$ cat config.mk
export PLATFORM = sky130hd
export DESIGN_NAME = pixel_format_transcoder_flat
export DESIGN_NICKNAME = d
export VERILOG_FILES = /design/src/design/pft_pkg.sv /design/src/design/pft_if.sv /design/src/design/pixel_format_transcoder.sv /design/src/flat_wrapper.sv
export SDC_FILE = /design/constraint.sdc
export NUM_CORES = 1
export LEC_CHECK = 0
export BUFFER_PORTS_ARGS = -buffer_cell sky130_fd_sc_hd__buf_2
export CAP_MARGIN = 0
export CORE_MARGIN = 2
export CORE_UTILIZATION = 54
export CTS_BUF_LIST = sky130_fd_sc_hd__clkbuf_4 sky130_fd_sc_hd__clkbuf_8 sky130_fd_sc_hd__clkbuf_16
export DETAILED_ROUTE_END_ITERATION = 10
export GPL_ROUTABILITY_DRIVEN = 0
export PLACE_DENSITY_LB_ADDON = 0.3
export SYNTH_ARGS = -nofsm -noshare
export SYNTH_HDL_FRONTEND = slang
export SYNTH_SLANG_ARGS = --single-unit
$ cat constraint.sdc
create_clock -name clk_i -period 3.4 [get_ports clk_i]
set_input_delay 0.17 -clock clk_i [delete_from_list [all_inputs] [get_ports clk_i]]
set_output_delay 0.17 -clock clk_i [all_outputs]
set_load 0.02 [all_outputs]
$ cat src/design/pft_pkg.sv
`timescale 1ns / 1ps
// ----------------------------------------------------------------------------
// pft_pkg
// Shared types, constants and format lookup functions for the pixel format
// transcoder.
// ----------------------------------------------------------------------------
package pft_pkg;

  localparam int unsigned ByteW  = 8;
  localparam int unsigned FmtW   = 3;
  localparam int unsigned ColsW  = 13;
  localparam int unsigned PadW   = 16;
  localparam int unsigned PAddrW = 4;
  localparam int unsigned PDataW = 32;

  typedef enum logic [FmtW-1:0] {
    FMT_ABGR = 3'd0,
    FMT_ARGB = 3'd1,
    FMT_BGR  = 3'd2,
    FMT_BGRA = 3'd3,
    FMT_RGB  = 3'd4,
    FMT_RGBA = 3'd5
  } fmt_e;

  typedef enum logic [1:0] {
    REG_SRC_FORMAT   = 2'd0,
    REG_DST_FORMAT   = 2'd1,
    REG_COLUMNS      = 2'd2,
    REG_LINE_PADDING = 2'd3
  } reg_e;

  typedef enum logic [1:0] {
    CH_R = 2'd0,
    CH_G = 2'd1,
    CH_B = 2'd2,
    CH_A = 2'd3
  } chan_e;

  localparam logic [ByteW-1:0] AlphaOpaque = 8'hFF;

  // Unused codes fall back to RGBA
  function automatic fmt_e fmt_norm(input logic [FmtW-1:0] f);
    fmt_e r;
    r = (f > 3'd5) ? FMT_RGBA : fmt_e'(f);
    return r;
  endfunction

  function automatic logic [2:0] fmt_bpp(input fmt_e f);
    logic [2:0] n;
    case (f)
      FMT_BGR, FMT_RGB: n = 3'd3;
      default:          n = 3'd4;
    endcase
    return n;
  endfunction

  // Channel carried by byte position pos of format f
  function automatic chan_e fmt_chan(input fmt_e f, input logic [1:0] pos);
    chan_e c;
    case (f)
      FMT_ABGR: begin
        case (pos)
          2'd0:    c = CH_A;
          2'd1:    c = CH_B;
          2'd2:    c = CH_G;
          default: c = CH_R;
        endcase
      end
      FMT_ARGB: begin
        case (pos)
          2'd0:    c = CH_A;
          2'd1:    c = CH_R;
          2'd2:    c = CH_G;
          default: c = CH_B;
        endcase
      end
      FMT_BGR, FMT_BGRA: begin
        case (pos)
          2'd0:    c = CH_B;
          2'd1:    c = CH_G;
          2'd2:    c = CH_R;
          default: c = CH_A;
        endcase
      end
      default: begin
        case (pos)
          2'd0:    c = CH_R;
          2'd1:    c = CH_G;
          2'd2:    c = CH_B;
          default: c = CH_A;
        endcase
      end
    endcase
    return c;
  endfunction

endpackage

$ cat src/design/pft_if.sv
`timescale 1ns / 1ps
// ----------------------------------------------------------------------------
// pft_in_if / pft_out_if
// Valid/ready channels of the pixel format transcoder: source bytes in,
// target bytes with framing flags out.
// ----------------------------------------------------------------------------
interface pft_in_if;
  logic                       valid;
  logic                       ready;
  logic [pft_pkg::ByteW-1:0]  in_byte;

  modport source (output valid, output in_byte, input ready);
  modport sink   (input valid, input in_byte, output ready);
endinterface

interface pft_out_if;
  logic                       valid;
  logic                       ready;
  logic [pft_pkg::ByteW-1:0]  out_byte;
  logic                       is_padding;
  logic                       row_end;
  logic                       last_of_run;

  modport source (output valid, output out_byte, output is_padding,
                  output row_end, output last_of_run, input ready);
  modport sink   (input valid, input out_byte, input is_padding,
                  input row_end, input last_of_run, output ready);
endinterface

$ cat src/design/pixel_format_transcoder.sv
`timescale 1ns / 1ps
// ----------------------------------------------------------------------------
// pixel_format_transcoder
// Re-orders a padded RGB/RGBA byte stream from one byte order to another.
// ----------------------------------------------------------------------------
// Usage:
//   in_i  : one source byte per transfer (valid/ready).
//   out_o : one target byte per transfer, with is_padding, row_end and
//           last_of_run flags.
//   APB   : src_format @0x0, dst_format @0x4, columns @0x8,
//           line_padding @0xC. Write only while the stream is idle.
// Timing:
//   A byte that completes a pixel, or a padding byte, loads a result buffer
//   of up to four bytes; the first result is offered the cycle after the
//   input transfer, then one byte per cycle while out_o is ready. Bytes that
//   only collect into a pixel produce nothing and are taken every cycle,
//   also while the buffer drains. Collecting the next pixel overlaps the
//   drain, so the wider of source and target format sets the pace; the
//   single output port carries one byte at a time.
// Reset:
//   Registers return to RGBA -> RGBA, one column, no padding; the pixel
//   collector, column and padding counters clear and the buffer empties.
// Stall:
//   While out_o is stalled the current byte holds; a completing or padding
//   byte is refused unless the buffer is empty or its last byte is taken.
// ----------------------------------------------------------------------------
module pixel_format_transcoder #(
  parameter int unsigned MAX_COLUMNS = 4096
) (
  input  logic                         clk_i,
  input  logic                         rst_ni,
  pft_in_if.sink                       in_i,
  pft_out_if.source                    out_o,
  input  logic                         psel,
  input  logic                         penable,
  input  logic                         pwrite,
  input  logic [pft_pkg::PAddrW-1:0]   paddr,
  input  logic [pft_pkg::PDataW-1:0]   pwdata,
  output logic [pft_pkg::PDataW-1:0]   prdata,
  output logic                         pready
);

  localparam int unsigned CntW = (MAX_COLUMNS > 1) ? $clog2(MAX_COLUMNS) : 1;
  localparam int unsigned MaxW = $clog2(MAX_COLUMNS + 1);
  localparam int unsigned EffW = (MaxW > pft_pkg::ColsW) ? MaxW : pft_pkg::ColsW;
  localparam logic [EffW-1:0] MaxCols = EffW'(MAX_COLUMNS);

  // ---------------- configuration ----------------
  logic [pft_pkg::FmtW-1:0]  src_fmt_q, dst_fmt_q;
  logic [pft_pkg::ColsW-1:0] columns_q;
  logic [pft_pkg::PadW-1:0]  line_pad_q;
  logic                      cfg_we;
  pft_pkg::reg_e             reg_sel;

  assign pready  = 1'b1;
  assign cfg_we  = psel & penable & pwrite;
  assign reg_sel = pft_pkg::reg_e'(paddr[pft_pkg::PAddrW-1:2]);

  always_ff @(posedge clk_i or negedge rst_ni) begin
    if (!rst_ni) begin
      src_fmt_q  <= pft_pkg::FMT_RGBA;
      dst_fmt_q  <= pft_pkg::FMT_RGBA;
      columns_q  <= pft_pkg::ColsW'(1);
      line_pad_q <= '0;
    end else if (cfg_we) begin
      case (reg_sel)
        pft_pkg::REG_SRC_FORMAT:   src_fmt_q  <= pwdata[pft_pkg::FmtW-1:0];
        pft_pkg::REG_DST_FORMAT:   dst_fmt_q  <= pwdata[pft_pkg::FmtW-1:0];
        pft_pkg::REG_COLUMNS:      columns_q  <= pwdata[pft_pkg::ColsW-1:0];
        pft_pkg::REG_LINE_PADDING: line_pad_q <= pwdata[pft_pkg::PadW-1:0];
        default: ;
      endcase
    end
  end

  always_comb begin
    case (reg_sel)
      pft_pkg::REG_SRC_FORMAT:   prdata = pft_pkg::PDataW'(src_fmt_q);
      pft_pkg::REG_DST_FORMAT:   prdata = pft_pkg::PDataW'(dst_fmt_q);
      pft_pkg::REG_COLUMNS:      prdata = pft_pkg::PDataW'(columns_q);
      pft_pkg::REG_LINE_PADDING: prdata = pft_pkg::PDataW'(line_pad_q);
      default:                   prdata = '0;
    endcase
  end

  // ---------------- stream state ----------------
  logic [pft_pkg::ByteW-1:0] pix_q [3];
  logic [1:0]                byte_idx_q, byte_idx_d;
  logic [CntW-1:0]           col_cnt_q, col_cnt_d;
  logic [pft_pkg::PadW-1:0]  pad_cnt_q, pad_cnt_d;
  logic                      in_pad_q, in_pad_d;

  // result buffer
  logic [pft_pkg::ByteW-1:0] res_q [4];
  logic [pft_pkg::ByteW-1:0] res_d [4];
  logic [2:0]                rem_q, rem_d;
  logic [1:0]                pos_q, pos_d;
  logic                      pad_q, pad_d;
  logic                      rend_q, rend_d;

  pft_pkg::fmt_e             sf, df;
  logic [2:0]                sbpp, dbpp;
  logic [EffW-1:0]           cols_ext, cols_eff;
  logic                      pix_last, produces, buf_free;
  logic                      in_fire, out_fire, pad_done, last_col;
  logic [pft_pkg::ByteW-1:0] src  [4];
  logic [pft_pkg::ByteW-1:0] chan [4];

  assign sf   = pft_pkg::fmt_norm(src_fmt_q);
  assign df   = pft_pkg::fmt_norm(dst_fmt_q);
  assign sbpp = pft_pkg::fmt_bpp(sf);
  assign dbpp = pft_pkg::fmt_bpp(df);

  assign cols_ext = EffW'(columns_q);
  always_comb begin
    if (columns_q == '0) begin
      cols_eff = EffW'(1);
    end else if (cols_ext > MaxCols) begin
      cols_eff = MaxCols;
    end else begin
      cols_eff = cols_ext;
    end
  end

  assign last_col = ((EffW+1)'(col_cnt_q) + (EffW+1)'(1)) >= (EffW+1)'(cols_eff);
  assign pad_done = ((pft_pkg::PadW+1)'(pad_cnt_q) + (pft_pkg::PadW+1)'(1))
                    >= (pft_pkg::PadW+1)'(line_pad_q);

  // Whether the next byte yields results depends on state only, not on data
  assign pix_last = (3'(byte_idx_q) + 3'd1) >= sbpp;
  assign produces = in_pad_q | pix_last;
  assign buf_free = (rem_q == 3'd0) | ((rem_q == 3'd1) & out_o.ready);

  assign in_i.ready = ~produces | buf_free;
  assign in_fire    = in_i.valid & in_i.ready;
  assign out_fire   = out_o.valid & out_o.ready;

  // Decode source pixel into channels, then lay out in target order
  always_comb begin
    src[0] = pix_q[0];
    src[1] = pix_q[1];
    src[2] = (sbpp == 3'd3) ? in_i.in_byte : pix_q[2];
    src[3] = in_i.in_byte;
    for (int i = 0; i < 4; i++) begin
      chan[i] = '0;
    end
    chan[pft_pkg::CH_A] = pft_pkg::AlphaOpaque;
    for (int i = 0; i < 4; i++) begin
      if (3'(i) < sbpp) begin
        chan[pft_pkg::fmt_chan(sf, 2'(i))] = src[i];
      end
    end
  end

  always_comb begin
    byte_idx_d = byte_idx_q;
    col_cnt_d  = col_cnt_q;
    pad_cnt_d  = pad_cnt_q;
    in_pad_d   = in_pad_q;
    rem_d      = rem_q;
    pos_d      = pos_q;
    pad_d      = pad_q;
    rend_d     = rend_q;
    res_d      = res_q;

    if (out_fire) begin
      rem_d = rem_q - 3'd1;
      pos_d = pos_q + 2'd1;
    end

    if (in_fire) begin
      if (in_pad_q) begin
        res_d[0] = in_i.in_byte;
        rem_d    = 3'd1;
        pos_d    = 2'd0;
        pad_d    = 1'b1;
        rend_d   = pad_done;
        if (pad_done) begin
          in_pad_d  = 1'b0;
          pad_cnt_d = '0;
          col_cnt_d = '0;
        end else begin
          pad_cnt_d = pad_cnt_q + pft_pkg::PadW'(1);
        end
      end else if (!pix_last) begin
        byte_idx_d = byte_idx_q + 2'd1;
      end else begin
        for (int i = 0; i < 4; i++) begin
          res_d[i] = chan[pft_pkg::fmt_chan(df, 2'(i))];
        end
        rem_d      = dbpp;
        pos_d      = 2'd0;
        pad_d      = 1'b0;
        rend_d     = last_col & (line_pad_q == '0);
        byte_idx_d = 2'd0;
        if (last_col) begin
          col_cnt_d = '0;
          if (line_pad_q != '0) begin
            in_pad_d  = 1'b1;
            pad_cnt_d = '0;
          end
        end else begin
          col_cnt_d = col_cnt_q + CntW'(1);
        end
      end
    end
  end

  always_ff @(posedge clk_i or negedge rst_ni) begin
    if (!rst_ni) begin
      byte_idx_q <= '0;
      col_cnt_q  <= '0;
      pad_cnt_q  <= '0;
      in_pad_q   <= 1'b0;
      rem_q      <= '0;
      pos_q      <= '0;
    end else begin
      byte_idx_q <= byte_idx_d;
      col_cnt_q  <= col_cnt_d;
      pad_cnt_q  <= pad_cnt_d;
      in_pad_q   <= in_pad_d;
      rem_q      <= rem_d;
      pos_q      <= pos_d;
    end
  end

  // Payload: no reset, qualified by rem_q
  always_ff @(posedge clk_i) begin
    res_q  <= res_d;
    pad_q  <= pad_d;
    rend_q <= rend_d;
    if (in_fire && !in_pad_q && !pix_last && (byte_idx_q != 2'd3)) begin
      pix_q[byte_idx_q] <= in_i.in_byte;
    end
  end

  assign out_o.valid       = (rem_q != 3'd0);
  assign out_o.out_byte    = res_q[pos_q];
  assign out_o.is_padding  = pad_q;
  assign out_o.last_of_run = (rem_q == 3'd1);
  assign out_o.row_end     = rend_q & (rem_q == 3'd1);

endmodule

$ cat src/flat_wrapper.sv
// flat-port wrapper written by rule: the top's interface ports become plain ports
module pixel_format_transcoder_flat 
#(
  parameter int unsigned MAX_COLUMNS = 4096
)
  (clk_i, rst_ni, psel, penable, pwrite, paddr, pwdata, prdata, pready, in_i_valid, in_i_in_byte, in_i_ready, out_o_valid, out_o_out_byte, out_o_is_padding, out_o_row_end, out_o_last_of_run, out_o_ready);
  pft_in_if in_i_i ();
  pft_out_if out_o_i ();
  input  logic clk_i;
  input  logic rst_ni;
  input  logic psel;
  input  logic penable;
  input  logic pwrite;
  input  logic [pft_pkg::PAddrW-1:0] paddr;
  input  logic [pft_pkg::PDataW-1:0] pwdata;
  output logic [pft_pkg::PDataW-1:0] prdata;
  output logic pready;
  input wire logic [$bits(in_i_i.valid)-1:0] in_i_valid;
  input wire logic [$bits(in_i_i.in_byte)-1:0] in_i_in_byte;
  output wire logic [$bits(in_i_i.ready)-1:0] in_i_ready;
  output wire logic [$bits(out_o_i.valid)-1:0] out_o_valid;
  output wire logic [$bits(out_o_i.out_byte)-1:0] out_o_out_byte;
  output wire logic [$bits(out_o_i.is_padding)-1:0] out_o_is_padding;
  output wire logic [$bits(out_o_i.row_end)-1:0] out_o_row_end;
  output wire logic [$bits(out_o_i.last_of_run)-1:0] out_o_last_of_run;
  input wire logic [$bits(out_o_i.ready)-1:0] out_o_ready;
  assign in_i_i.valid = in_i_valid;
  assign in_i_i.in_byte = in_i_in_byte;
  assign in_i_ready = in_i_i.ready;
  assign out_o_valid = out_o_i.valid;
  assign out_o_out_byte = out_o_i.out_byte;
  assign out_o_is_padding = out_o_i.is_padding;
  assign out_o_row_end = out_o_i.row_end;
  assign out_o_last_of_run = out_o_i.last_of_run;
  assign out_o_i.ready = out_o_ready;
  pixel_format_transcoder #(.MAX_COLUMNS(MAX_COLUMNS)) u_core (.clk_i(clk_i), .rst_ni(rst_ni), .in_i(in_i_i), .out_o(out_o_i), .psel(psel), .penable(penable), .pwrite(pwrite), .paddr(paddr), .pwdata(pwdata), .prdata(prdata), .pready(pready));
endmodule
==> results of run 1 <==
==> where the power goes <==
group / total [mW] / leakage [nW] / internal (mW) / switching (mW)
clock network: 1.93 / 0.316 / 1.28 / 0.657
logic: 3.06 / 2.51 / 1.24 / 1.82
registers: 2.49 / 1.42 / 2.11 / 0.379
total: 7.48 / 4.25 / 4.62 / 2.86
==> path summary, 6_finish.rpt <==
kind,slack [ps],cells after the start,end,from
max,10,15,u_core.pad_cnt_q[11],u_core.pad_cnt_q[1]
max in group asynchronous,2300,2,u_core.pad_cnt_q[10],rst_ni
min reg2reg,500,2,u_core.col_cnt_q[1],u_core.col_cnt_q[1]
min,9,3,u_core.line_pad_q[5],pwdata[5]
max reg2reg,10,15,u_core.pad_cnt_q[11],u_core.pad_cnt_q[1]
min in group asynchronous,430,2,u_core.col_cnt_q[6],rst_ni
==> state kept, by name, indices dropped and copies added, names as in the netlist <==
name and count:
u_core.src_fmt_q 3, u_core.cols_ext 13, u_core.col_cnt_q 12, u_core.res_q 32
u_core.pix_q 24, u_core.in_pad_q 1, u_core.dst_fmt_q 3, u_core.rem_q 3
u_core.rend_q 1, u_core.pad_cnt_q 16, u_core.byte_idx_q 2, u_core.pos_q 2
u_core.line_pad_q 16, u_core.out_o.is_padding 1
==> metal layers <==
metal	wire length (µm)	GRT usage (%)	share of wire (%)
met1	8920	32.5	42
met2	10400	44.5	50
met3	988	5.57	4.7
met4	716	12.0	3.4
met5	0	0	0
==> synth_stat cells, types with 2 or more instances <==
cell type  number
nor4_1          7
a31oi_1         2
nor2_1         87
xor2_1         12
a2bb2oi_1       2
ha_1           41
mux2i_1        42
buf_4          20
or2_4           2
a21o_1         14
nand2b_1        5
o21ai_0        74
or2_1           2
a21oi_1        48
mux2_2         20
nor3_1         20
o21ai_1         7
xnor2_1        17
a22o_1          8
o21ai_2         2
dfstp_2         5
and3_1          4
nand2_1        97
o31ai_2         4
buf_2          10
clkbuf_1       37
and2_1          4
nor2b_1        16
nand4_1         6
o31ai_1         3
mux4_2         11
buf_1           6
nand3_2         2
a211oi_1       34
a221o_1         3
o21bai_1        3
dfrtp_1        66
conb_1          2
o22ai_1         3
edfxtp_1       58
inv_1          30
nand3_1        35
or2_2           3
==> cells by family after synthesis <==
group | after synthesis | synth area share (%)
AND/OR/NAND/NOR | 298 | 16.4
AO/OA/AOI/OAI | 214 | 16.2
flip-flops | 129 | 41.9
buffers and inverters | 104 | 5.68
multiplexers | 73 | 10.6
adder cells (fa/ha/maj) | 41 | 6.10
XOR/XNOR | 29 | 3.02
other | 2 | 0.0893
==> timing repair <==
action                     4_1_cts  5_1_grt
pin swaps                        4       18
hold buffers                    12        0
buffers inserted                 6       10
gates resized for setup          0       26
hold endpoints to repair        82        0
setup endpoints to repair       14       28
==> worst register-to-register path, cell delays in order (launching register included) <==
cell and delay, ps:
dfrtp_1 350, ha_2 190, nand4_1 170, nor2_2 190, and3_4 220, buf_4 110
buf_4 110, xor2_2 150, ha_1 270, nand4_1 140, nor3_2 80, a2111oi_4 430
nand3_4 130, or2_4 280, or2_4 290, o31ai_2 180
==> cell type report <==
type / instances / area share [%]
Multi-Input combinational cell: 672 / 46.0
Sequential cell: 129 / 35.4
Timing Repair Buffer: 130 / 8.71
Clock buffer: 27 / 5.28
Tap cell: 188 / 2.36
Inverter: 31 / 1.17
Clock inverter: 5 / 1.01
==> impl_metrics.toml, run 1 <==
[run_status]
status = "finished clean"

[clocking]
clk_pin_slew_ps = 60
cts_max_level = 4
tritoncts = "done"
clock-sinks = 129
numCtsBuffers = 17
clk_latency_ps = 430
clockBufferDepth = 2
root_buffer = "clkbuf_16"

[yosys]
synth_area_per_cell_um2 = 9.45
ys_ff_latch = 129
syn_area_um2 = 8410
yosys.area.top_type_share_pct = 20.7
yosys-top-cells-area = "edfxtp_1 (21%), dfrtp_1 (20%), ha_1 (6.1%)"
yosys.area.top_type = "edfxtp_1"
async_flop_share_pct = 55.0
synth-edff-count = 58
synth_ff_type = "dfrtp_1"
synth_warnings = 0
synth_cells = 890
synth_cell_types = 59
yosysSeqAreaShare_pct = 41.9

[worst_setup_path]
cp_slowest_cell = "a2111oi_4"
crit_type = "flop to flop"
critPathCaptureType = "flop"
startpoint_type = "flop"
path_delay_family = "simple AND/OR/NAND/NOR gates"
path_max_fanout = 5
arrival_ps = 3730
cp.buffers_inverters = 2
cp_cell_sequence = "ha_2 -> nand4_1 -> nor2_2 -> and3_4 -> buf_4 -> buf_4 -> xor2_2 -> ha_1 -> nand4_1 -> nor3_2 -> a2111oi_4 -> nand3_4 -> or2_4 -> or2_4 -> o31ai_2"
critPathRequiredTime_ps = 3740
slowest_delay_ps = 430

[grt]
overflow = 0
grt_pass1_vias = 6730
antenna_found_initial = 0
grt_usage_pct = 26.3
grt_pass1_wl_mm = 33.8
grt_max_degree = 72

[finish]
diodes = 0
regArea_um2 = 3530
fin_area_um2 = 9950
fin_util_pct = 65.5
nFillCells = 1195
multi_input_area_um2 = 4580
layout-drive-gt1-share_pct = 22.7
final-instance-count-excl-fill = 1182
area_growth_pct = 18.4
final_cell_mix = "nand2_1 (97), nor2_1 (84), o21ai_0 (71), dfrtp_1 (65), buf_2 (60)"
final_common_cell = "nand2_1"
fin_nets = 1073

[power_and_ir_drop]
p_total_mw = 7.48
p_leak_nw = 4.25
ir_drop_mv = 0.398
power_density_nw_per_um2 = 751

[route]
wirelength_mm = 21.1
dr.pass1.iters = 5
ant_nets = 0
wire_per_inst_um = 17.8
drc = 0
vias = 6936
via_per_inst = 5.87
first_iter_violations = 510

[sta]
fin_tns_setup_ps = 0
worst_slack_ps = 10.4
slew_headroom_pct = 29.9
setup_viol = 0
rsz0062_at_grt = "true"
clock.fmax_mhz = 295
finalCritPeriodShare_pct = 99.7
worst_pin_slew_ps = 1050
slew_violations = 0
hold_violations = 0
whs_ps = 8.85
fin_crit_ps = 3390
skew_ps = 5.72

[placement]
io_buffers = 61
dp_cells = 1122
dpl_cell_area_um2 = 8970
hpwl_mm = 14.4
post-place-ws_ps = -23.8

[floorplan]
num_rows = 45
start_util_pct = 55.3
dieWidth_um = 129
ios = 97
coreArea_um2 = 15200
die_area_um2 = 16600
die_h_um = 129

[worst_hold_path]
hp-class = "input pin to flop"

[run]
drv_cap = 0
No activity file was read; power rests on OpenSTA's default activity.
==> run 2, diff against run 1 <==
--- a/config.mk
+++ b/config.mk
@@ -10,9 +10,11 @@
 export CORE_MARGIN = 2
 export CORE_UTILIZATION = 54
 export CTS_BUF_LIST = sky130_fd_sc_hd__clkbuf_4 sky130_fd_sc_hd__clkbuf_8 sky130_fd_sc_hd__clkbuf_16
+export CTS_CLUSTER_SIZE = 8
 export DETAILED_ROUTE_END_ITERATION = 10
 export GPL_ROUTABILITY_DRIVEN = 0
 export PLACE_DENSITY_LB_ADDON = 0.3
+export RECOVER_POWER = 100
 export SYNTH_ARGS = -nofsm -noshare
 export SYNTH_HDL_FRONTEND = slang
 export SYNTH_SLANG_ARGS = --single-unit
==> run 2 against run 1 <==
  * The run now ends with max-capacitance violations, max-slew violations left
  * Final area down 0.63%
  * Sequential share of layout area up 0.22 points
  * Die area unchanged
  * Global-route usage unchanged
  * Final cell count unchanged
  * Core utilization down 0.41 points
  * Flip-flop and latch count unchanged
==> impl_metrics.toml, run 2 (synthesized netlist as in run 1, its figures left out) <==
[finish]
fin_area_um2 = 9890
top_register = "u_core.res_q"
fin_nets = 1073
layout-drive-gt1-share_pct = 18.4
fin_util_pct = 65.1
final_cell_mix = "nand2_1 (97), nor2_1 (84), o21ai_0 (71), dfrtp_1 (65), edfxtp_1 (58)"
nFillCells = 1227
area_growth_pct = 17.6
top_regs = "u_core.res_q (32), u_core.pix_q (24)"
final_common_cell = "nand2_1"
largest_register_ffs = 32
final-instance-count-excl-fill = 1182
diodes = 0

[route]
via_per_inst = 5.85
wire_per_inst_um = 17.8
first_iter_violations = 499
ant_nets = 0
wirelength_mm = 21.0
vias = 6912
drc = 0
dr.pass1.iters = 5

[worst_setup_path]
cp_cell_sequence = "ha_2 -> nand4_1 -> nor2_2 -> and3_4 -> buf_4 -> buf_4 -> xor2_2 -> ha_1 -> nand4_1 -> nor3_2 -> a2111oi_4 -> nand3_4 -> or2_4 -> or2_4 -> o31ai_2"
cp_slowest_cell = "a2111oi_4"
startpoint_type = "flop"
path_max_fanout = 5
crit_type = "flop to flop"
path_delay_family = "simple AND/OR/NAND/NOR gates"
r2r_cells = 15
r2r_setup_slack_ps = 20
critPathCaptureType = "flop"
slowest_delay_ps = 430
r2r_end = "u_core.pad_cnt_q[11]"
critPathRequiredTime_ps = 3740
arrival_ps = 3720
reg2reg_from = "u_core.pad_cnt_q[1]"
cp.buffers_inverters = 2

[power_and_ir_drop]
share_clk_of_total_power_pct = 26.0
p_seq_share_pct = 33.4
p_switching_mw = 2.86
ir_drop_mv = 0.396
power_density_nw_per_um2 = 751
swShare_pct = 38.5
p_int_mw = 4.57
p_leak_nw = 4.11
pwr-share-comb_pct = 40.6

[sta]
slew_headroom_pct = -21.9
worst_pin_slew_ps = 1830
hold_violations = 0
clock.fmax_mhz = 296
skew_ps = 5.68
fin_crit_ps = 3380
rsz0062_at_grt = "true"
finalCritPeriodShare_pct = 99.4
slew_violations = 72
setup_viol = 0

[placement]
dp_cells = 1122
io_buffers = 61
dpl_cell_area_um2 = 8970
hpwl_mm = 14.4

[floorplan]
die_area_um2 = 16600
num_rows = 45
coreArea_um2 = 15200
dieWidth_um = 129
start_util_pct = 55.3
die_h_um = 129
ios = 97

[worst_hold_path]
hp-class = "input pin to flop"
min_from = "pwdata[5]"
hold-path-cell-count = 3
holdPathEnd = "u_core.line_pad_q[5]"

[clocking]
cts_max_level = 4
clockBufferDepth = 2
tritoncts = "done"
clk_pin_slew_ps = 60
clock-sinks = 129
numCtsBuffers = 17
clk_latency_ps = 430
root_buffer = "clkbuf_16"

[grt]
grt_pass1_wl_mm = 33.8
antenna_found_initial = 0
grt_pass1_vias = 6730
grt_max_degree = 72
grt_usage_pct = 26.3
overflow = 0

[run_status]
status = "finished with violations"
violations = "max-capacitance violations, max-slew violations"

[run]
drv_cap = 1
==> run 2: changes by cell type in the layout (fill, tap and decap cells not counted), sizes merged <==
cell | previous run | this run
clkbuf | 27 | 68
buf | 118 | 77
==> run 2: timing repair <==
action | 4_1_cts | 5_1_grt
cloned | 0 | 0
endpoints found under the setup margin | 14 | 28
hold buffers | 12 | 0
pin swaps | 4 | 18
resized for setup | 0 | 26
setup buffers | 6 | 10
endpoints found under the hold margin | 82 | 0
==> run 2: power groups by stage <==
stage	logic [mW]	clock network [mW]	registers, mW
4_1_cts	2.95	1.95	2.48
2_1_floorplan	2.27	0	2.28
3_3_place_gp	2.84	0	2.49
3_5_place_dp	2.90	0	2.50
5_1_grt	3.36	2.02	2.53
6_report	3.02	1.93	2.48
==> run 2: how the worst max path moves through the flow <==
stage                              startpoint              endpoint  slack (ps)  cells past startpoint
final                     u_core.pad_cnt_q[1]  u_core.pad_cnt_q[11]          20                     15
after global routing      u_core.pad_cnt_q[1]  u_core.pad_cnt_q[11]        -170                     15
after CTS                 u_core.pad_cnt_q[1]   u_core.pad_cnt_q[5]           9                     15
after detailed placement  u_core.pad_cnt_q[1]  u_core.pad_cnt_q[13]         -20                     15
after global placement    u_core.pad_cnt_q[1]   u_core.pad_cnt_q[9]          60                     15
after floorplan           u_core.pad_cnt_q[0]   u_core.pad_cnt_q[5]          40                     15
==> run 2: tightest hold or removal path: stages <==
cell,delay (ps)
buf_2,100
nand2_1,50
o21ai_0,70
==> run 2: final cells by class <==
cell class              instances  area, µm²  share of cell area, %
inverters                      31        116                   1.18
well taps                     188        235                   2.38
repair buffers                130        805                   8.13
flip-flops and latches        129       3530                   35.6
clock inverters                 5        100                   1.01
multi-input cells             672       4580                   46.3
clock buffers                  27        526                   5.31
==> run 2: stage by stage <==
step           setup TNS (ps)  hold WS (ps)  worst slack [ps]  total power, mW
2_1_floorplan               0          -126              36.2             4.55
3_3_place_gp                0           360              56.7             5.33
3_5_place_dp            -41.1           364             -23.8             5.40
4_1_cts                     0          4.72              9.00             7.38
5_1_grt                 -2760          25.7              -174             7.90
6_report                    0          10.1              20.2             7.43
==> run 2: metal layers <==
layer	up-vias	global-route usage (%)	wire [µm]
met4	0	12.0	711
met3	44	5.57	1020
met5	-	0	0
met1	3326	32.5	8750
li1	3344	-	-
met2	198	44.5	10500
